### config.mk
export PLATFORM = sky130hd
export DESIGN_NAME = tsaf_blend
export DESIGN_NICKNAME = d
export VERILOG_FILES = /design/src/design/tsaf_pkg.sv /design/src/design/tsaf_blend.sv
export SDC_FILE = /design/constraint.sdc
export NUM_CORES = 1
export LEC_CHECK = 0
export BUFFER_PORTS_ARGS = -buffer_cell sky130_fd_sc_hd__buf_2
export CORE_ASPECT_RATIO = 0.5
export CORE_MARGIN = 10
export CORE_UTILIZATION = 45
export CTS_CLUSTER_SIZE = 25
export DETAILED_ROUTE_END_ITERATION = 6
export HOLD_SLACK_MARGIN = 0.12
export SLEW_MARGIN = 0
export SYNTH_ARGS = -nofsm -noshare
export SYNTH_HDL_FRONTEND = slang
export SYNTH_SLANG_ARGS = --single-unit
export TNS_END_PERCENT = 10
### constraint.sdc
create_clock -name clk -period 3.54 [get_ports clk]
set_input_delay 0.708 -clock clk [delete_from_list [all_inputs] [get_ports clk]]
set_output_delay 0.708 -clock clk [all_outputs]
set_load 0.005 [all_outputs]
### src/design/tsaf_pkg.sv
// tsaf_pkg: shared constants, types and the blend rounding helper
// for the triangle scanline alpha fill block; no dependencies
`timescale 1ns / 1ps

package tsaf_pkg;

	localparam int FRAME_WIDTH  = 64;
	localparam int FRAME_HEIGHT = 64;
	localparam int STORE_DEPTH  = 4096;
	localparam int ADDR_W       = 12;
	localparam int PIX_W        = 32;
	localparam int COL_W        = (FRAME_WIDTH > 1) ? $clog2(FRAME_WIDTH) : 1;
	localparam int ROW_W        = (FRAME_HEIGHT > 1) ? $clog2(FRAME_HEIGHT) : 1;
	localparam int HALF_PIXEL   = 8;
	localparam int NUM_W        = 36;
	localparam int DEN_W        = 20;
	localparam int CNT_W        = $clog2(NUM_W);
	localparam int LIN_W        = 24;

	localparam logic OP_DRAW = 1'b0;
	localparam logic OP_READ = 1'b1;

	typedef struct packed {
		logic [7:0] alpha;
		logic [7:0] blue;
		logic [7:0] green;
		logic [7:0] red;
	} rgba_t;

	typedef struct packed {
		logic              we;
		logic [ADDR_W-1:0] addr;
		logic [PIX_W-1:0]  data;
	} wr_req_t;

	// rounded divide by 255 for values up to 255 * 255
	function automatic logic [7:0] div255(input logic [15:0] x);
		logic [16:0] t;
		logic [16:0] s;
		t = {1'b0, x} + 17'd127;
		s = t + 17'd1 + (t >> 8);
		return s[15:8];
	endfunction

endpackage

### src/design/tsaf_blend.sv
// tsaf_blend: read-modify-write pipeline that blends a constant color into
// stored pixels, one pixel per cycle; depends on tsaf_pkg
`timescale 1ns / 1ps

module tsaf_blend import tsaf_pkg::*; (
	input  logic              clk,
	input  logic              arst_n,
	input  logic              issue,
	input  logic [ADDR_W-1:0] issue_addr,
	input  rgba_t             color,
	input  logic [PIX_W-1:0]  rdata,
	output wr_req_t           wr,
	output logic              busy
);

	logic              valid_s1;
	logic [ADDR_W-1:0] addr_s1;
	logic              valid_s2;
	logic [ADDR_W-1:0] addr_s2;
	logic [15:0]       sum_s2 [4];
	rgba_t             dst;
	logic [7:0]        ia;

	assign dst = rgba_t'(rdata);
	assign ia  = 8'd255 - color.alpha;

	always_ff @(posedge clk or negedge arst_n) begin
		if (!arst_n) begin
			valid_s1 <= 1'b0;
			valid_s2 <= 1'b0;
		end else begin
			valid_s1 <= issue;
			valid_s2 <= valid_s1;
		end
	end

	always_ff @(posedge clk) begin
		addr_s1   <= issue_addr;
		addr_s2   <= addr_s1;
		sum_s2[0] <= {8'd0, color.red} * {8'd0, color.alpha} + {8'd0, dst.red} * {8'd0, ia};
		sum_s2[1] <= {8'd0, color.green} * {8'd0, color.alpha} + {8'd0, dst.green} * {8'd0, ia};
		sum_s2[2] <= {8'd0, color.blue} * {8'd0, color.alpha} + {8'd0, dst.blue} * {8'd0, ia};
		sum_s2[3] <= {8'd0, color.alpha} * 16'd255 + {8'd0, dst.alpha} * {8'd0, ia};
	end

	assign wr.we   = valid_s2;
	assign wr.addr = addr_s2;
	assign wr.data = {div255(sum_s2[3]), div255(sum_s2[2]), div255(sum_s2[1]),
		div255(sum_s2[0])};
	assign busy    = valid_s1 | valid_s2;

endmodule

==> run_results.csv, run 1 <==
group,metric,value,unit
global_routing,grt_pass1_vias,17400,
min_path,worst_hold_path_type,"reg -> reg",
global_routing,grt_util_all_layers,0.193,
synth,syn_area,21200,sq um
cts,clkTransAtPathRegs,80,ps
global_routing,grt_max_degree,18,
synth,synth_cell_types,78,
status,outcome,"finished with violations",
placement,placed_area,25500,sq um
synth,ys_warn_count,0,
critical_path,cp.arrival,5620,ps
critical_path,crit_fanout,8,
routing,wl,53500,microns
synth,synth_top_flop_cell,"dfxtp_1",
cts,clk_latency,370,ps
sta,slew_violations,0,
critical_path,crit_path_end_kind,"flop",
routing,vias_per_cell,4.77,
sta,rsz0062_at_grt,"yes",
critical_path,worstPathRequired,3800,ps
placement,gp_congestion,0.835,
placement,port_buffers,124,
sta,final_hold_viol_count,0,
routing,ant_nets,0,
layout,drive_gt1_frac,0.264,
sta,fin_setup_tns,-78480,ps
layout,layout.nets,3560,
routing,wl_per_cell,15.4,microns
routing,vias,16500,
flow_run,drv_cap,0,
floorplan,fp.dieW,327,microns
global_routing,antenna_found_initial,1,
synth,synth-seq-cells,90,
cts,cts_tree,"done",
sta,min_period,5360,ps
cts,htreeDepth,3,
placement,hpwl,43400,microns
cts,cts.path.max_buffers,2,
floorplan,die_area,56800,sq um
critical_path,path_class,"in -> reg",
sta,skew,1.03,ps
cts,cts_buffers,9,
global_routing,grt_pass1_wl,89300,microns
routing,firstDrtPassIters,5,
synth,synth_edf_count,0,
global_routing,grt_overflow,0,
sta,fin_ws,-1820,ps
synth,async_flop_share,0.0222,
floorplan,core_area,46700,sq um
floorplan,die_h,174,microns
floorplan,start_util,0.454,
synth,syn_inst,2334,
layout,area_growth,28.9,%
critical_path,critPathLaunchType,"input port",
sta,setup_violations,83,
sta,max_clock_freq,186,MHz
status,violations,"setup timing",
routing,drc,0,
cts,cts.sink_count,90,
synth,seq_area_frac_synth,0.0854,
cts,ctsRootBufferMaster,"clkbuf_16",
synth,postSynthAreaPerCell,9.09,sq um
floorplan,io_pins,125,
sta,finalCritPeriodShare,1.52,
floorplan,rows,56,
routing,drtIter0Drc,744,
layout,postLayoutCellArea,27400,sq um
-- sequential cells by signal, summed over array words and instances, names as in the netlist --
| name | flops |
|---|---|
| sum_s2 | 64 |
| addr_s1 | 12 |
| addr_s2 | 12 |
| valid_s1 | 1 |
| valid_s2 | 1 |
-- critical path, cell delays in order --
cell	delay, ps
buf_12	110
buf_12	170
clkinv_8	90
fa_1	540
inv_1	60
fa_1	500
inv_2	40
fa_2	530
inv_2	40
fa_2	330
fa_1	570
inv_2	50
fa_1	490
inv_2	40
ha_4	210
a21o_1	170
a31o_2	230
a41o_1	220
o41ai_4	370
o211ai_1	140
-- cell type report --
cell class,instances,area (sq um)
timing repair inverter,1,8.76
timing repair buffer,517,4170
clock buffer,9,225
fill,4108,19400
multi-input combinational,1633,18100
clock inverter,7,60.1
tap,638,798
inverter,569,2190
sequential,90,1820
antenna,1,2.50
-- logic make-up (layout without fill, tap and decap cells) --
group / after synthesis / in the layout / synth area share
other: 2 / 6 / 0.000354
and+or+nand+nor: 669 / 669 / 0.169
muxes: 4 / 4 / 0.00206
xor gates and xnor gates: 134 / 134 / 0.0557
AOI/OAI and AO/OA: 161 / 161 / 0.0557
DFF: 90 / 90 / 0.0854
adders and majority gates: 660 / 660 / 0.523
buffers and inverters: 614 / 1103 / 0.109
-- stage by stage --
step                      setup slack [ps]  hold WS, ps  utilization  cells
final                                -1820          328        0.585   3465
after floorplan                      -2140          310            -   2337
after global routing                 -1970          333        0.585   3465
after global placement               -2410          309        0.545   3407
after detailed placement             -2490          313        0.545   3407
after CTS                            -1780          329        0.579   3460
-- layout by cell type, fill, tap and decap left out, types with 8 or more instances in the layout --
cell,count
a21o_1,15
inv_1,541
inv_2,21
nand2_1,205
nor2_1,48
buf_4,346
ha_4,26
clkbuf_16,9
buf_2,111
and3_1,12
fa_1,364
xnor2_1,86
nand4_1,10
a21oi_1,30
xnor2_2,10
nor2b_1,161
and2_1,94
nor3_1,23
buf_6,19
buf_8,9
buf_12,25
o21a_1,9
ha_1,252
o21ai_0,8
dfxtp_1,85
nor2b_2,16
xor2_1,35
fa_2,15
nand2_2,10
nand3_1,26
a21oi_2,10
-- synthesized netlist by cell type (3+ instances only) --
cell type,number,area (sq um)
inv_1,566,2120
fa_1,379,7590
ha_1,281,3520
nand2_1,214,803
nor2b_1,184,1150
and2_1,101,632
xnor2_1,95,832
dfxtp_1,88,1760
nor2_1,49,184
a21oi_1,45,225
clkbuf_1,41,154
xor2_1,38,333
nand3_1,27,135
nor3_1,25,125
o21ai_0,18,90.1
a21o_1,15,113
and3_1,14,87.6
a211oi_1,11,82.6
nand4_1,10,62.6
o21a_1,10,75.1
or2_2,7,43.8
a31o_2,6,52.6
o21bai_1,6,45.0
o41ai_1,6,52.6
or3_1,6,37.5
a211o_1,4,35.0
nand2b_1,4,25.0
o31ai_1,4,30.0
a31oi_1,3,18.8
buf_1,3,11.3
clkinv_1,3,11.3
mux2_2,3,33.8
nand4b_1,3,26.3
nor4_1,3,18.8
nor4_4,3,63.8
o2111ai_1,3,26.3
o211ai_1,3,22.5
-- routing by layer --
layer | share of wire | GRT usage
met3 | 0.046 | 0.0286
met5 | 0 | 0
met4 | 0.015 | 0.0394
met2 | 0.47 | 0.319
met1 | 0.47 | 0.265
-- timing repair --
action                                 4_1_cts  5_1_grt
gates resized for setup                    202       64
setup buffers                               31        3
hold buffers                                 1        0
cloned                                       5        1
setup endpoints to repair                   84       84
pin swaps                                  111       31
endpoints found under the hold margin        2        0
-- worst paths after layout --
path,start,endpoint,slack [ps],cells after the start
max,color[29],sum_s2[3][15],-1820,20
min,addr_s1[5],addr_s2[5],330,0
max reg2reg,valid_s1,valid_s2,3060,0
min reg2reg,addr_s1[5],addr_s2[5],330,0
max in group asynchronous,arst_n,valid_s1,2800,2
min in group asynchronous,arst_n,valid_s2,650,2
Power of run 1 is not shown: default switching activity piles up to over one toggle a cycle in this logic, so the estimate is an artifact.
==> inputs of run 2 (changes only) <==
CORE_UTILIZATION = 58   (was 45)
PLACE_DENSITY = 0.8   (was not set)
==> run 2 against run 1 <==
- the run still ends with setup timing left
- worst hold slack got worse by 1.1 ps
- maximum frequency is 12% lower
- sequential share of layout area hardly changed
- largest cell class unchanged
- wire length up 38%
- register-to-register slack barely moved
- highest routed layer is now met5
==> run_results.csv, run 2 (same netlist as run 1, synthesis figures left out) <==
group,metric,value,unit
layout,mostFrequentLayoutCells,"inv_1 (526), fa_1 (357), buf_4 (350), ha_1 (241), nand2_1 (201)",
floorplan,io_pins,125,
critical_path,max_stage_delay,570,ps
sta,skew,0.409,ps
floorplan,die_area,45100,sq um
placement,port_buffers,124,
cts,cts_tree,"done",
sta,fin_setup_tns,-96020,ps
cts,cts.path.max_buffers,2,
floorplan,start_util,0.590,
layout,reg.largest.list,"sum_s2 x64, addr_s1 x12, addr_s2 x12",
layout,regMostFlops,"sum_s2",
sta,worstMarginPinSlew,670,ps
placement,hpwl,45100,microns
sta,fin_ws,-2530,ps
critical_path,path_common_cell,"fa_1",
critical_path,crit_fanout,6,
global_routing,grt_pass1_wl,101000,microns
sta,max_clock_freq,165,MHz
sta,maxSlewHeadroom,0.552,
critical_path,worstPathCellList,"buf_2 -> buf_4 -> nor2b_1 -> fa_1 -> fa_1 -> fa_1 -> fa_1 -> fa_1 -> inv_1 -> fa_1 -> inv_1 -> ha_1 -> buf_4 -> nand3_1 -> nand2_1 -> a41oi_2 -> nor2b_2 -> xnor2_1",
floorplan,die_h,155,microns
critical_path,rr_startpoint,"valid_s1",
cts,htreeDepth,3,
critical_path,regToRegSetupSlack,3060,ps
critical_path,critPathLaunchType,"input port",
routing,drc,0,
routing,firstDrtPassIters,7,
layout,largest_reg_flops,64,
sta,slew_violations,0,
sta,rsz0062_at_grt,"yes",
sta,final_hold_viol_count,0,
flow_run,drv_cap,0,
critical_path,crit_start,"rdata[30]",
layout,fill_cells,1886,
sta,setup_violations,84,
routing,vias_per_cell,5.92,
min_path,worst_hold_path_type,"reg -> reg",
cts,cts_buffers,9,
layout,final_common_cell,"inv_1",
critical_path,path_buf_inv,5,
routing,wl_per_cell,22.2,microns
status,outcome,"finished with violations",
routing,vias,19700,
floorplan,core_area,36000,sq um
layout,drive_gt1_frac,0.288,
critical_path,crit_family,"adder cells",
cts,ctsRootBufferMaster,"clkbuf_16",
global_routing,grt_overflow,0,
status,violations,"setup timing",
cts,cts.sink_count,90,
critical_path,worstPathRequired,3880,ps
routing,drtIter0Drc,2026,
layout,final_util,0.762,
critical_path,endpoint,"sum_s2[3][12]",
global_routing,antenna_found_initial,6,
global_routing,grt_max_degree,19,
floorplan,rows,49,
critical_path,worstSetupPathDepth,18,
routing,wl,73700,microns
floorplan,fp.dieW,291,microns
critical_path,path_class,"in -> reg",
critical_path,cp.arrival,6400,ps
sta,min_period,6070,ps
critical_path,worstReg2RegEnd,"valid_s2",
cts,clk_latency,400,ps
routing,ant_nets,0,
global_routing,grt_pass1_vias,20300,
global_routing,grt_util_all_layers,0.274,
critical_path,rr_worst_depth,0,
layout,area_growth,29.2,%
placement,gp_congestion,0.909,
sta,finalCritPeriodShare,1.71,
critical_path,slowest_stage,"fa_1",
cts,clkTransAtPathRegs,80,ps
critical_path,crit_path_end_kind,"flop",
layout,layout.nets,3564,
[run 2: cell count changes in the layout (fill, tap and decap cells not counted), sizes merged]
| cell | delta |
|---|---|
| clkinvlp | -1 |
| bufinv | +2 |
| diode | +6 |
| clkinv | -2 |
| bufbuf | -1 |
| inv | -1 |
| clkbuf | +3 |
| buf | +4 |
[run 2: final cells by class]
class                   count  area (sq um)  area share
multi-input cells        1633         18400       0.669
repair buffers            522          4110       0.150
inverters                 569          2190      0.0799
flip-flops and latches     90          1820      0.0662
well taps                 484           606      0.0221
clock buffers              10           229     0.00835
clock inverters             6          96.3     0.00351
diodes                      7          17.5    0.000639
[run 2: per-layer routing]
| layer | up-vias | share of wire | global-route usage |
|---|---|---|---|
| li1 | 8085 | - | - |
| met1 | 9381 | 0.33 | 0.311 |
| met2 | 1520 | 0.46 | 0.472 |
| met3 | 678 | 0.12 | 0.0643 |
| met4 | 3 | 0.091 | 0.160 |
| met5 | - | 0.00098 | 0 |
[run 2: through the flow]
step                      cells  instance area (sq um)  hold WS (ps)  worst slack [ps]
after floorplan            2337                  21600           310             -2140
after global placement     3249                  25200           310             -2400
after detailed placement   3249                  25200           312             -2490
after CTS                  3294                  26800           329             -1900
after global routing       3319                  27400           334             -2520
final                      3321                  27400           326             -2530
[run 2: what timing repair did]
item / CTS / global route
setup endpoints to repair: 84 / 84
pin swaps: 91 / 88
endpoints found under the hold margin: 2 / 0
resized for setup: 204 / 134
hold buffers: 1 / 0
cloned: 3 / 1
setup buffers: 25 / 21
[run 2: worst min path at each step]
stage               start          to  slack (ps)  cells after the start
3_3_place_gp   addr_s1[8]  addr_s2[8]         310                      0
4_1_cts        addr_s1[1]  addr_s2[1]         330                      0
2_1_floorplan  addr_s1[0]  addr_s2[0]         310                      0
3_5_place_dp   addr_s1[2]  addr_s2[2]         310                      0
5_1_grt        addr_s1[5]  addr_s2[5]         330                      0
6_report       addr_s1[1]  addr_s2[1]         330                      0
Power of run 2 is left out for the same reason.
