--- config.mk ---
export PLATFORM = sky130hd
export DESIGN_NAME = tsaf_div
export DESIGN_NICKNAME = d
export VERILOG_FILES = /design/src/design/tsaf_pkg.sv /design/src/design/tsaf_div.sv
export SDC_FILE = /design/constraint.sdc
export NUM_CORES = 1
export LEC_CHECK = 0
export ABC_CLOCK_PERIOD_IN_PS = 5600
export BUFFER_PORTS_ARGS = -buffer_cell sky130_fd_sc_hd__buf_2
export CORE_ASPECT_RATIO = 1.25
export CORE_UTILIZATION = 59
export DETAILED_ROUTE_END_ITERATION = 12
export PLACE_DENSITY_LB_ADDON = 0.05
export SYNTH_ARGS = -nofsm -noshare
export SYNTH_HDL_FRONTEND = slang
export SYNTH_SLANG_ARGS = --single-unit
--- constraint.sdc ---
create_clock -name clk -period 5.6 [get_ports clk]
set_clock_uncertainty 0.15 [all_clocks]
set_input_delay 1.12 -clock clk [delete_from_list [all_inputs] [get_ports clk]]
set_output_delay 1.12 -clock clk [all_outputs]
set_load 0.02 [all_outputs]
--- src/design/tsaf_pkg.sv ---
// tsaf_pkg: shared constants, types and the blend rounding helper
// for the triangle scanline alpha fill block; no dependencies
`timescale 1ns / 1ps

package tsaf_pkg;

	localparam int FRAME_WIDTH  = 64;
	localparam int FRAME_HEIGHT = 64;
	localparam int STORE_DEPTH  = 4096;
	localparam int ADDR_W       = 12;
	localparam int PIX_W        = 32;
	localparam int COL_W        = (FRAME_WIDTH > 1) ? $clog2(FRAME_WIDTH) : 1;
	localparam int ROW_W        = (FRAME_HEIGHT > 1) ? $clog2(FRAME_HEIGHT) : 1;
	localparam int HALF_PIXEL   = 8;
	localparam int NUM_W        = 36;
	localparam int DEN_W        = 20;
	localparam int CNT_W        = $clog2(NUM_W);
	localparam int LIN_W        = 24;

	localparam logic OP_DRAW = 1'b0;
	localparam logic OP_READ = 1'b1;

	typedef struct packed {
		logic [7:0] alpha;
		logic [7:0] blue;
		logic [7:0] green;
		logic [7:0] red;
	} rgba_t;

	typedef struct packed {
		logic              we;
		logic [ADDR_W-1:0] addr;
		logic [PIX_W-1:0]  data;
	} wr_req_t;

	// rounded divide by 255 for values up to 255 * 255
	function automatic logic [7:0] div255(input logic [15:0] x);
		logic [16:0] t;
		logic [16:0] s;
		t = {1'b0, x} + 17'd127;
		s = t + 17'd1 + (t >> 8);
		return s[15:8];
	endfunction

endpackage

--- src/design/tsaf_div.sv ---
// tsaf_div: restoring divider, one quotient bit per cycle, gives floor and ceil
// of a signed numerator over a positive denominator; depends on tsaf_pkg
`timescale 1ns / 1ps

module tsaf_div import tsaf_pkg::*; (
	input  logic                    clk,
	input  logic                    arst_n,
	input  logic                    start,
	input  logic signed [NUM_W-1:0] num,
	input  logic [DEN_W-1:0]        den,
	output logic                    done,
	output logic signed [NUM_W:0]   q_floor,
	output logic signed [NUM_W:0]   q_ceil
);

	logic             busy_q;
	logic             done_q;
	logic             neg_q;
	logic [NUM_W-1:0] quo_q;
	logic [DEN_W-1:0] rem_q;
	logic [DEN_W-1:0] den_q;
	logic [CNT_W-1:0] cnt_q;
	logic [DEN_W:0]   rem_sh;
	logic             fits;
	logic [DEN_W:0]   rem_nx;
	logic signed [NUM_W:0] qu;
	logic signed [NUM_W:0] up;

	assign rem_sh = {rem_q, quo_q[NUM_W-1]};
	assign fits   = rem_sh >= {1'b0, den_q};
	assign rem_nx = fits ? (rem_sh - {1'b0, den_q}) : rem_sh;

	always_ff @(posedge clk or negedge arst_n) begin
		if (!arst_n) begin
			busy_q <= 1'b0;
			done_q <= 1'b0;
			cnt_q  <= '0;
		end else if (start) begin
			busy_q <= 1'b1;
			done_q <= 1'b0;
			cnt_q  <= '0;
		end else if (busy_q) begin
			cnt_q <= cnt_q + 1'b1;
			if (cnt_q == CNT_W'(NUM_W - 1)) begin
				busy_q <= 1'b0;
				done_q <= 1'b1;
			end
		end
	end

	always_ff @(posedge clk) begin
		if (start) begin
			neg_q <= num[NUM_W-1];
			quo_q <= num[NUM_W-1] ? (-num) : num;
			rem_q <= '0;
			den_q <= den;
		end else if (busy_q) begin
			quo_q <= {quo_q[NUM_W-2:0], fits};
			rem_q <= rem_nx[DEN_W-1:0];
		end
	end

	assign qu      = {1'b0, quo_q};
	assign up      = qu + (NUM_W+1)'(rem_q != '0);
	assign q_floor = neg_q ? -up : qu;
	assign q_ceil  = neg_q ? -qu : up;
	assign done    = done_q;

endmodule

==> results of run 1 <==
timing repair:
action                                  4_1_cts  5_1_grt
pin swaps                                     1        3
buffers inserted                              2        1
endpoints found under the setup margin        7       19
hold endpoints to repair                      0        0
resized for setup                             5       16
kinds of logic after synthesis:
| group | after synthesis |
|---|---|
| XOR/XNOR | 143 |
| multiplexers | 22 |
| AO/OA/AOI/OAI | 256 |
| flip-flops | 85 |
| adder cells (fa/ha/maj) | 27 |
| AND/OR/NAND/NOR | 403 |
| buffers and inverters | 120 |
final cells by class:
cell class,instances,area share (%)
Clock inverter,4,0.768
Clock buffer,12,2.50
Sequential cell,85,24.5
Inverter,46,1.83
Multi-Input combinational cell,851,59.5
Timing Repair Buffer,152,8.58
Antenna cell,1,0.0265
Tap cell,175,2.32
registers in the layout, indices dropped and copies added, names as in the netlist:
name and cells:
done 1, rem_q 20, quo_q 36, cnt_q 6, neg_q 1, busy_q 1
den_q 20
cells in the final DEF (no fill, tap or decap), drive strengths merged, types with 24 or more instances in the layout:
cell	Yosys	layout
buf	23	152
nor2	126	126
a21oi	86	86
xnor2	79	79
nand2	76	76
xor2	64	64
edfxtp	57	57
o21ai	57	57
inv	45	45
nand3	39	39
nor3	36	36
ha	26	26
nor4	24	24
per-stage QoR:
stage | worst slack (ns) | hold WS (ns) | cell area (µm²)
6_report | 0.238 | 0.368 | 9450
5_1_grt | -0.0464 | 0.395 | 9450
4_1_cts | 0.0188 | 0.359 | 9360
3_5_place_dp | 0.186 | 0.351 | 9010
3_3_place_gp | 0.315 | 0.348 | 9010
2_1_floorplan | 0.734 | 0.318 | 8330
metal layers:
| metal | routed length [µm] | part of all wire [%] | vias to the layer above |
|---|---|---|---|
| met5 | 0 | 0 | - |
| met1 | 9190 | 42 | 3732 |
| met3 | 1210 | 5.6 | 58 |
| met2 | 10600 | 49 | 301 |
| met4 | 746 | 3.4 | 0 |
| li1 | - | - | 4006 |
worst paths after layout:
check	start	end	cells past startpoint
max in group asynchronous	arst_n	busy_q	1
min	rem_q[2]	rem_q[3]	2
max	rem_q[14]	q_floor[30]	16
min in group asynchronous	arst_n	cnt_q[3]	1
min reg2reg	rem_q[2]	rem_q[3]	2
max reg2reg	quo_q[35]	rem_q[1]	11
worst max-delay path: stages, from the launching register on:
cell and delay (ns):
dfxtp_1 0.34, nor4_2 0.31, and3_1 0.23, nand3_1 0.12, ha_1 0.26, ha_4 0.21
nand2_2 0.19, nor4_4 0.08, xnor2_1 0.27, nand4_1 0.27, nor4_1 0.43, buf_4 0.19
nand3_1 0.17, nor3_1 0.23, o21ai_1 0.10, xnor2_1 0.17, buf_2 0.19
power groups by stage:
stage          Combinational [mW]  Clock [mW]  Sequential (mW)
2_1_floorplan                1.27           0            0.850
3_3_place_gp                 1.54           0            0.950
3_5_place_dp                 1.56           0            0.954
4_1_cts                      1.58       0.632            0.944
5_1_grt                      1.77       0.657            0.971
6_report                     1.60       0.621            0.955
==> impl_metrics.toml, run 1 <==
[global_routing]
grt-ovfl-total = 0
grt_use_total_pct = 30.5
gr-usage-met3_pct = 3.43
use_met1_pct = 40.1
grt_max_degree = 101
grt_pass1_vias = 7361
grtUsageMet2_pct = 50.4
antenna_found_initial = 0
grt_pass1_wl_mm = 35.4
top_usage_layer = "met2"

[floorplan]
ioPinCount = 134
die_h_um = 135
die_w_um = 108
die_area_um2 = 14600
start_util_pct = 60.3
core-area_um2 = 13800
num_rows = 48

[synthesis]
async_flop_share_pct = 9.41
synthesis.area_um2 = 8330
yosys.area_share.xor_xnor_pct = 15.0
ys_warn_count = 0
synthSimpleGateAreaFrac_pct = 24.8
synth_top_family_by_area = "simple AND/OR/NAND/NOR gates"
synthTopCellsByArea = "edfxtp_1 (21%), xnor2_1 (8.3%), xor2_1 (6.7%)"
synth_common_cells = "nor2_1 (124), a21oi_1 (86), xnor2_1 (79)"
yosysSeqAreaShare_pct = 27.7
yosys.area_share.adder_pct = 4.14
syn_nets = 1142
syn_area_per_cell_um2 = 7.89
muxShareOfSynthArea_pct = 2.67
synth_cells = 1056
synth_edf_count = 57
synth_cell_types = 76
synth_seq_cells = 85
yosysMostFrequentCell = "nor2_1"
synth_top_cell_by_area = "edfxtp_1"
yosysTopAreaCellShare_pct = 20.5
synth_flop_cell = "edfxtp_1"
synth_compound_area_share_pct = 19.6

[worst_hold_path]
holdCritPathClass = "flop to flop"

[job]
maxCapViolCount = 0

[detailed_routing]
drt_pass1_iterations = 5
drtIter0Drc = 607
drtAntennaViolNets = 0
totalWireLength_mm = 21.8
drc = 0
routedWlPerCell_um = 16.4
vias = 8097
viasPerCell = 6.11

[critical_path]
worstSetupPathType = "flop to output pin"
rrSetupSlack_ns = 1.52
arrival_ns = 4.09
cp.required_ns = 4.33
endpoint_kind = "output pin"
startpoint_type = "flop"
worst-path-max-fanout = 9

[timing]
min_period_ns = 5.36
grt_setup_unrepaired = "true"
hold_violations = 0
fmax_mhz = 186
setup_tns_ns = 0
period_share_pct = 95.8
relSlewSlack_pct = 31.5
setup_viol = 0
tightest_slew_ns = 1.03
drv_slew = 0

[clocking]
insertion_delay_ns = 0.34
ctsHoldBuffers = 0
cts_root_buffer = "clkbuf_16"
cts_tree = "yes"
clock_path_buffers = 2
clock_sinks = 85
cts_max_level = 3
path_clk_slew_ns = 0.06
numCtsBuffers = 9

[power_and_ir_drop]
combPwrFrac_pct = 50.4
p_switching_mw = 1.35
intPower_mw = 1.83
seqPwrFrac_pct = 30.0
clockPowerShare_pct = 19.5
power_switching_share_pct = 42.4
p_total_mw = 3.18
p_per_area_nw_per_um2 = 336
vdd_drop_max_mv = 0.362
leakagePower_nw = 3.86

[finish]
regArea_um2 = 2310
multi_input_area_um2 = 5620
fin_cells = 1326
area_growth_pct = 13.4
drive_above_1_share_pct = 18.3
nets = 1231
nFillCells = 1200
finish.utilization_pct = 68.4

[place]
hpwl_mm = 16.1
gp_congestion = 0.975
io_buffers = 133
dp_cells = 1306

[run_status]
outcome = "finished clean"
(Power assumes the default switching activity.)
==> run 2: changes to the inputs <==
Settings changed: ABC_AREA from default to 1.
==> impl_metrics.toml, run 2 <==
[run_status]
outcome = "finished clean"

[place]
hpwl_mm = 21.6
place_ws_ns = 0.697
io_buffers = 133
dp_cells = 1810
gp_congestion = 0.967

[timing]
grt_setup_unrepaired = "false"
worst_slack_ns = 0.231
drv_slew = 0
tightest_slew_ns = 0.947
setup_tns_ns = 0
hold_violations = 0
min_period_ns = 5.37
setup_viol = 0
relSlewSlack_pct = 36.9
fmax_mhz = 186
period_share_pct = 95.9

[detailed_routing]
drtIter0Drc = 933
routedWlPerCell_um = 14.9
drc = 0
viasPerCell = 5.56
totalWireLength_mm = 27.2
vias = 10200
drt_pass1_iterations = 5
drtAntennaViolNets = 0

[finish]
drive_above_1_share_pct = 13.0
reg_top3 = "quo_q: 36 flops, den_q: 20 flops, rem_q: 20 flops"
layout_commonest_cell = "nand2_1"
final_cell_mix = "nand2_1 (472), nor2_1 (181), inv_1 (167)"
fin_cells = 1826
nFillCells = 1460
nets = 1699
regMostFlops = "quo_q"
regArea_um2 = 2310
antenna_cells = 0
largest_register_ffs = 36
area_growth_pct = 11.4
multi_input_area_um2 = 5990

[critical_path]
cpMaxStageDelayCell = "nor4_1"
r2r_cells = 12
cp.required_ns = 4.33
worst-path-max-fanout = 11
worstSetupPathType = "flop to output pin"
path_cells = "nor4_1 > nand4_1 > ha_1 > ha_1 > nand3_1 > nand2_1 > o21ai_1 > inv_1 > nor2_1 > nand3_1 > nor2_2 > nand2_2 > nor2_2 > nand2_1 > nand2_1 > nand3_1 > o21ai_1 > buf_2"
reg2reg_to = "rem_q[16]"
r2r-start = "quo_q[35]"
arrival_ns = 4.10
critical_path.max_stage_delay_ns = 0.71
startpoint_type = "flop"
endpoint_kind = "output pin"
rrSetupSlack_ns = 2.24

[power_and_ir_drop]
combPwrFrac_pct = 50.5
p_total_mw = 3.19
intPower_mw = 1.75
p_switching_mw = 1.44
vdd_drop_max_mv = 0.301
seqPwrFrac_pct = 29.8
power_switching_share_pct = 45.1
leakagePower_nw = 4.91
clockPowerShare_pct = 19.7
p_per_area_nw_per_um2 = 311

[floorplan]
die_w_um = 114
core-area_um2 = 15100
die_area_um2 = 16100
num_rows = 50
start_util_pct = 60.8
die_h_um = 142
ioPinCount = 134

[global_routing]
grt_pass1_vias = 9348
grt_max_degree = 60
grt_use_total_pct = 34.4
grt-ovfl-total = 0
grt_pass1_wl_mm = 44.1
antenna_found_initial = 0

[synthesis]
synthTopCellsByArea = "nand2_1 (19%), edfxtp_1 (19%), nor2_1 (7.4%)"
synth_cell_types = 45
syn_area_per_cell_um2 = 6.07
ys_warn_count = 0
synth_cells = 1517
yosysMostFrequentCell = "nand2_1"
yosysSeqAreaShare_pct = 25.1
yosysTopAreaCellShare_pct = 19.2
synthesis.area_um2 = 9210
async_flop_share_pct = 9.41
synth_edf_count = 57
syn_nets = 1603
synth_seq_cells = 85
synth_flop_cell = "edfxtp_1"
synth_top_cell_by_area = "nand2_1"
synth_common_cells = "nand2_1 (472), nor2_1 (181), inv_1 (167)"

[clocking]
ctsHoldBuffers = 0
numCtsBuffers = 9
clock_sinks = 85
postCtsSetupRepairBufs = 0
postCtsResizedCells = 0
path_clk_slew_ns = 0.06
cts_root_buffer = "clkbuf_16"
cts_max_level = 3
insertion_delay_ns = 0.34
clock_path_buffers = 2
cts_tree = "yes"

[worst_hold_path]
min_to = "rem_q[18]"
holdCritPathClass = "flop to flop"
whs_path_depth = 2
hold_start = "rem_q[18]"

[job]
maxCapViolCount = 0
-- run 2: critical path, delay by kind of cell (launching register included) --
family,cells,cell delay [ns]
buffers and inverters,2,0.27
adder cells (fa/ha/maj),2,0.53
AO/OA/AOI/OAI,2,0.27
AND/OR/NAND/NOR,12,2.34
flip-flops,1,0.34
-- run 2: cell type report --
class	instances	share of cell area (%)
clock inverters	4	0.708
repair buffers	142	7.15
well taps	208	2.54
multi-input cells	1201	58.4
clock buffers	12	2.31
flip-flops and latches	85	22.5
inverters	174	6.37
-- run 2: worst max path at each step --
stage	from	end	cells past startpoint
4_1_cts	rem_q[15]	q_floor[21]	18
3_5_place_dp	rem_q[15]	q_floor[21]	18
6_report	rem_q[15]	q_floor[23]	18
2_1_floorplan	rem_q[14]	q_floor[18]	16
3_3_place_gp	rem_q[15]	q_floor[27]	18
5_1_grt	rem_q[15]	q_floor[23]	18
-- run 2: kinds of logic after synthesis --
kind of cell	after synthesis	share of synthesized area [%]
fa+ha+maj	27	3.75
simple gates	902	42.5
xor+xnor	72	6.93
flops	85	25.1
compound gates	200	11.9
buf+inv	231	9.87
-- run 2: through the flow --
stage          utilization, %  hold WS [ns]  area [µm²]
5_1_grt                  67.7         0.364       10300
3_3_place_gp             65.7         0.325        9950
3_5_place_dp             65.7         0.332        9950
6_report                 67.7         0.345       10300
2_1_floorplan               -         0.299        9210
4_1_cts                  67.7         0.345       10300
-- run 2: routing by layer --
| metal | GRT usage (%) | vias to the layer above | part of all wire, % |
|---|---|---|---|
| li1 | - | 5130 | - |
| met1 | 40.5 | 4560 | 41 |
| met2 | 62.3 | 386 | 50 |
| met3 | 3.08 | 77 | 5.3 |
| met4 | 16.8 | 0 | 4.2 |
| met5 | 0 | - | 0 |
-- run 2: power groups by stage --
stage,logic (mW),registers (mW),clock network (mW)
floorplan,1.24,0.878,0
global placement,1.56,0.954,0
detailed placement,1.58,0.959,0
CTS,1.60,0.947,0.630
global route,1.79,0.970,0.652
finish,1.61,0.952,0.629
==> run 3: changes to the inputs <==
Settings changed: ABC_CLOCK_PERIOD_IN_PS 5600 to 6640, CORE_UTILIZATION 59 to 64.
Clock period 5.6 ns to 6.64 ns, I/O delays scaled along.
==> impl_metrics.toml, run 3 (same netlist as run 2, synthesis figures left out) <==
[critical_path]
startpoint_type = "flop"
endpoint_kind = "output pin"
critical_path.max_stage_delay_ns = 0.68
arrival_ns = 4.20
r2r_cells = 15
cpMaxStageDelayCell = "nor4_1"
path_cells = "nor4_1 > nand4_1 > ha_1 > ha_1 > inv_1 > ha_1 > nand2_1 > nor2_1 > nand3_1 > nor2_4 > nand2_1 > nor2_1 > nand3_1 > nor2_1 > nor2_1 > nor2_1 > buf_2"
worst-path-max-fanout = 4
worstSetupPathType = "flop to output pin"
crit_path_frequent_cell = "nor2_1"
cp.required_ns = 5.16

[timing]
grt_setup_unrepaired = "false"
fmax_mhz = 176
hold_violations = 0
setup_viol = 0
min_period_ns = 5.68
drv_slew = 0
period_share_pct = 85.6
tightest_slew_ns = 1.01
setup_tns_ns = 0
relSlewSlack_pct = 32.6

[detailed_routing]
drc = 0
totalWireLength_mm = 28.0
drtIter0Drc = 997
wl_met2_mm = 13.6
drtAntennaViolNets = 0
routedWlPerCell_um = 15.6
viasPerCell = 5.85
vias = 10500
drt_pass1_iterations = 7
route.met3.wl_mm = 1.90
top_layer = "met4"
met1_length_mm = 10.6

[clocking]
numCtsBuffers = 9
cts_max_level = 3
ctsHoldBuffers = 0
path_clk_slew_ns = 0.06
postCtsSetupRepairBufs = 0
postCtsResizedCells = 0
cts_tree = "yes"
insertion_delay_ns = 0.35
clock_sinks = 85
clock_path_buffers = 2
cts_root_buffer = "clkbuf_16"

[global_routing]
grt_use_total_pct = 38.1
grt_pass1_vias = 9460
grt_pass1_wl_mm = 43.8
grt_max_degree = 91
grt-ovfl-total = 0
antenna_found_initial = 0

[finish]
antenna_cells = 0
largest_register_ffs = 36
finalInstanceArea_um2 = 10200
drive_above_1_share_pct = 13.0
layout_commonest_cell = "nand2_1"
reg_top3 = "quo_q: 36 flops, den_q: 20 flops, rem_q: 20 flops"
regMostFlops = "quo_q"
final_cell_mix = "nand2_1 (472), nor2_1 (181), inv_1 (167)"
area_growth_pct = 11.0
nets = 1697

[place]
hpwl_mm = 21.8
place_area_um2 = 9890
gp_congestion = 0.981
io_buffers = 133

[floorplan]
start_util_pct = 66.1
num_rows = 48
die_area_um2 = 14900
die_h_um = 136
ioPinCount = 134
core-area_um2 = 13900
die_w_um = 109

[power_and_ir_drop]
leakagePower_nw = 4.91
p_total_mw = 2.73
vdd_drop_max_mv = 0.276
p_per_area_nw_per_um2 = 267

[job]
maxCapViolCount = 0

[run_status]
outcome = "finished clean"

[worst_hold_path]
whs_path_depth = 2
holdCritPathClass = "flop to flop"
## run 3: cell count changes in the layout (fill, tap and decap cells not counted)
cell	delta
clkbuf_1	-3
buf_4	-2
clkbuf_16	+1
clkinv_1	+1
clkinvlp_4	+1
## run 3: path summary, 6_finish.rpt
kind                            slack [ns]  startpoint          end
max in group asynchronous             5.50      arst_n     cnt_q[5]
worst min-delay path                  0.35    rem_q[5]     rem_q[5]
min in group asynchronous             0.66      arst_n     cnt_q[2]
worst min register to register        0.35    rem_q[5]     rem_q[5]
worst max-delay path                  0.96   rem_q[15]  q_floor[36]
worst max register to register        3.14   quo_q[35]     rem_q[7]
## run 3: metal layers
layer / vias to the layer above / track usage (%)
li1: 5122 / -
met1: 4697 / 43.8
met2: 531 / 65.5
met3: 134 / 4.36
met4: 0 / 26.0
met5: - / 0
## run 3: worst max-delay path, delay by kind of cell (launching register included)
family                     cells  cell delay, ns
adders and majority gates      3            0.72
buffers and inverters          2            0.24
DFF                            1            0.34
and+or+nand+nor               12            2.54
## run 3: through the flow
stage	std cells	util (%)	hold WS, ns	setup WS [ns]
after floorplan	1517	-	0.299	2.33
after global placement	1775	71.0	0.323	1.63
after detailed placement	1775	71.0	0.331	1.54
after CTS	1791	73.4	0.343	1.17
after global routing	1791	73.4	0.377	0.788
final	1791	73.4	0.347	0.959
## run 3: final cells by class
type	count	area [µm²]
Timing Repair Buffer	140	718
Tap cell	175	219
Clock inverter	6	83.8
Sequential cell	85	2310
Clock buffer	10	250
Multi-Input combinational cell	1201	5990
Fill cell	1242	3710
Inverter	174	653
## run 3: power breakdown
group / switching [mW] / internal (mW) / leakage, nW / total (mW)
registers: 0.130 / 0.672 / 0.870 / 0.802
clock network: 0.203 / 0.350 / 0.157 / 0.553
logic: 0.903 / 0.473 / 3.88 / 1.38
total: 1.24 / 1.50 / 4.91 / 2.73
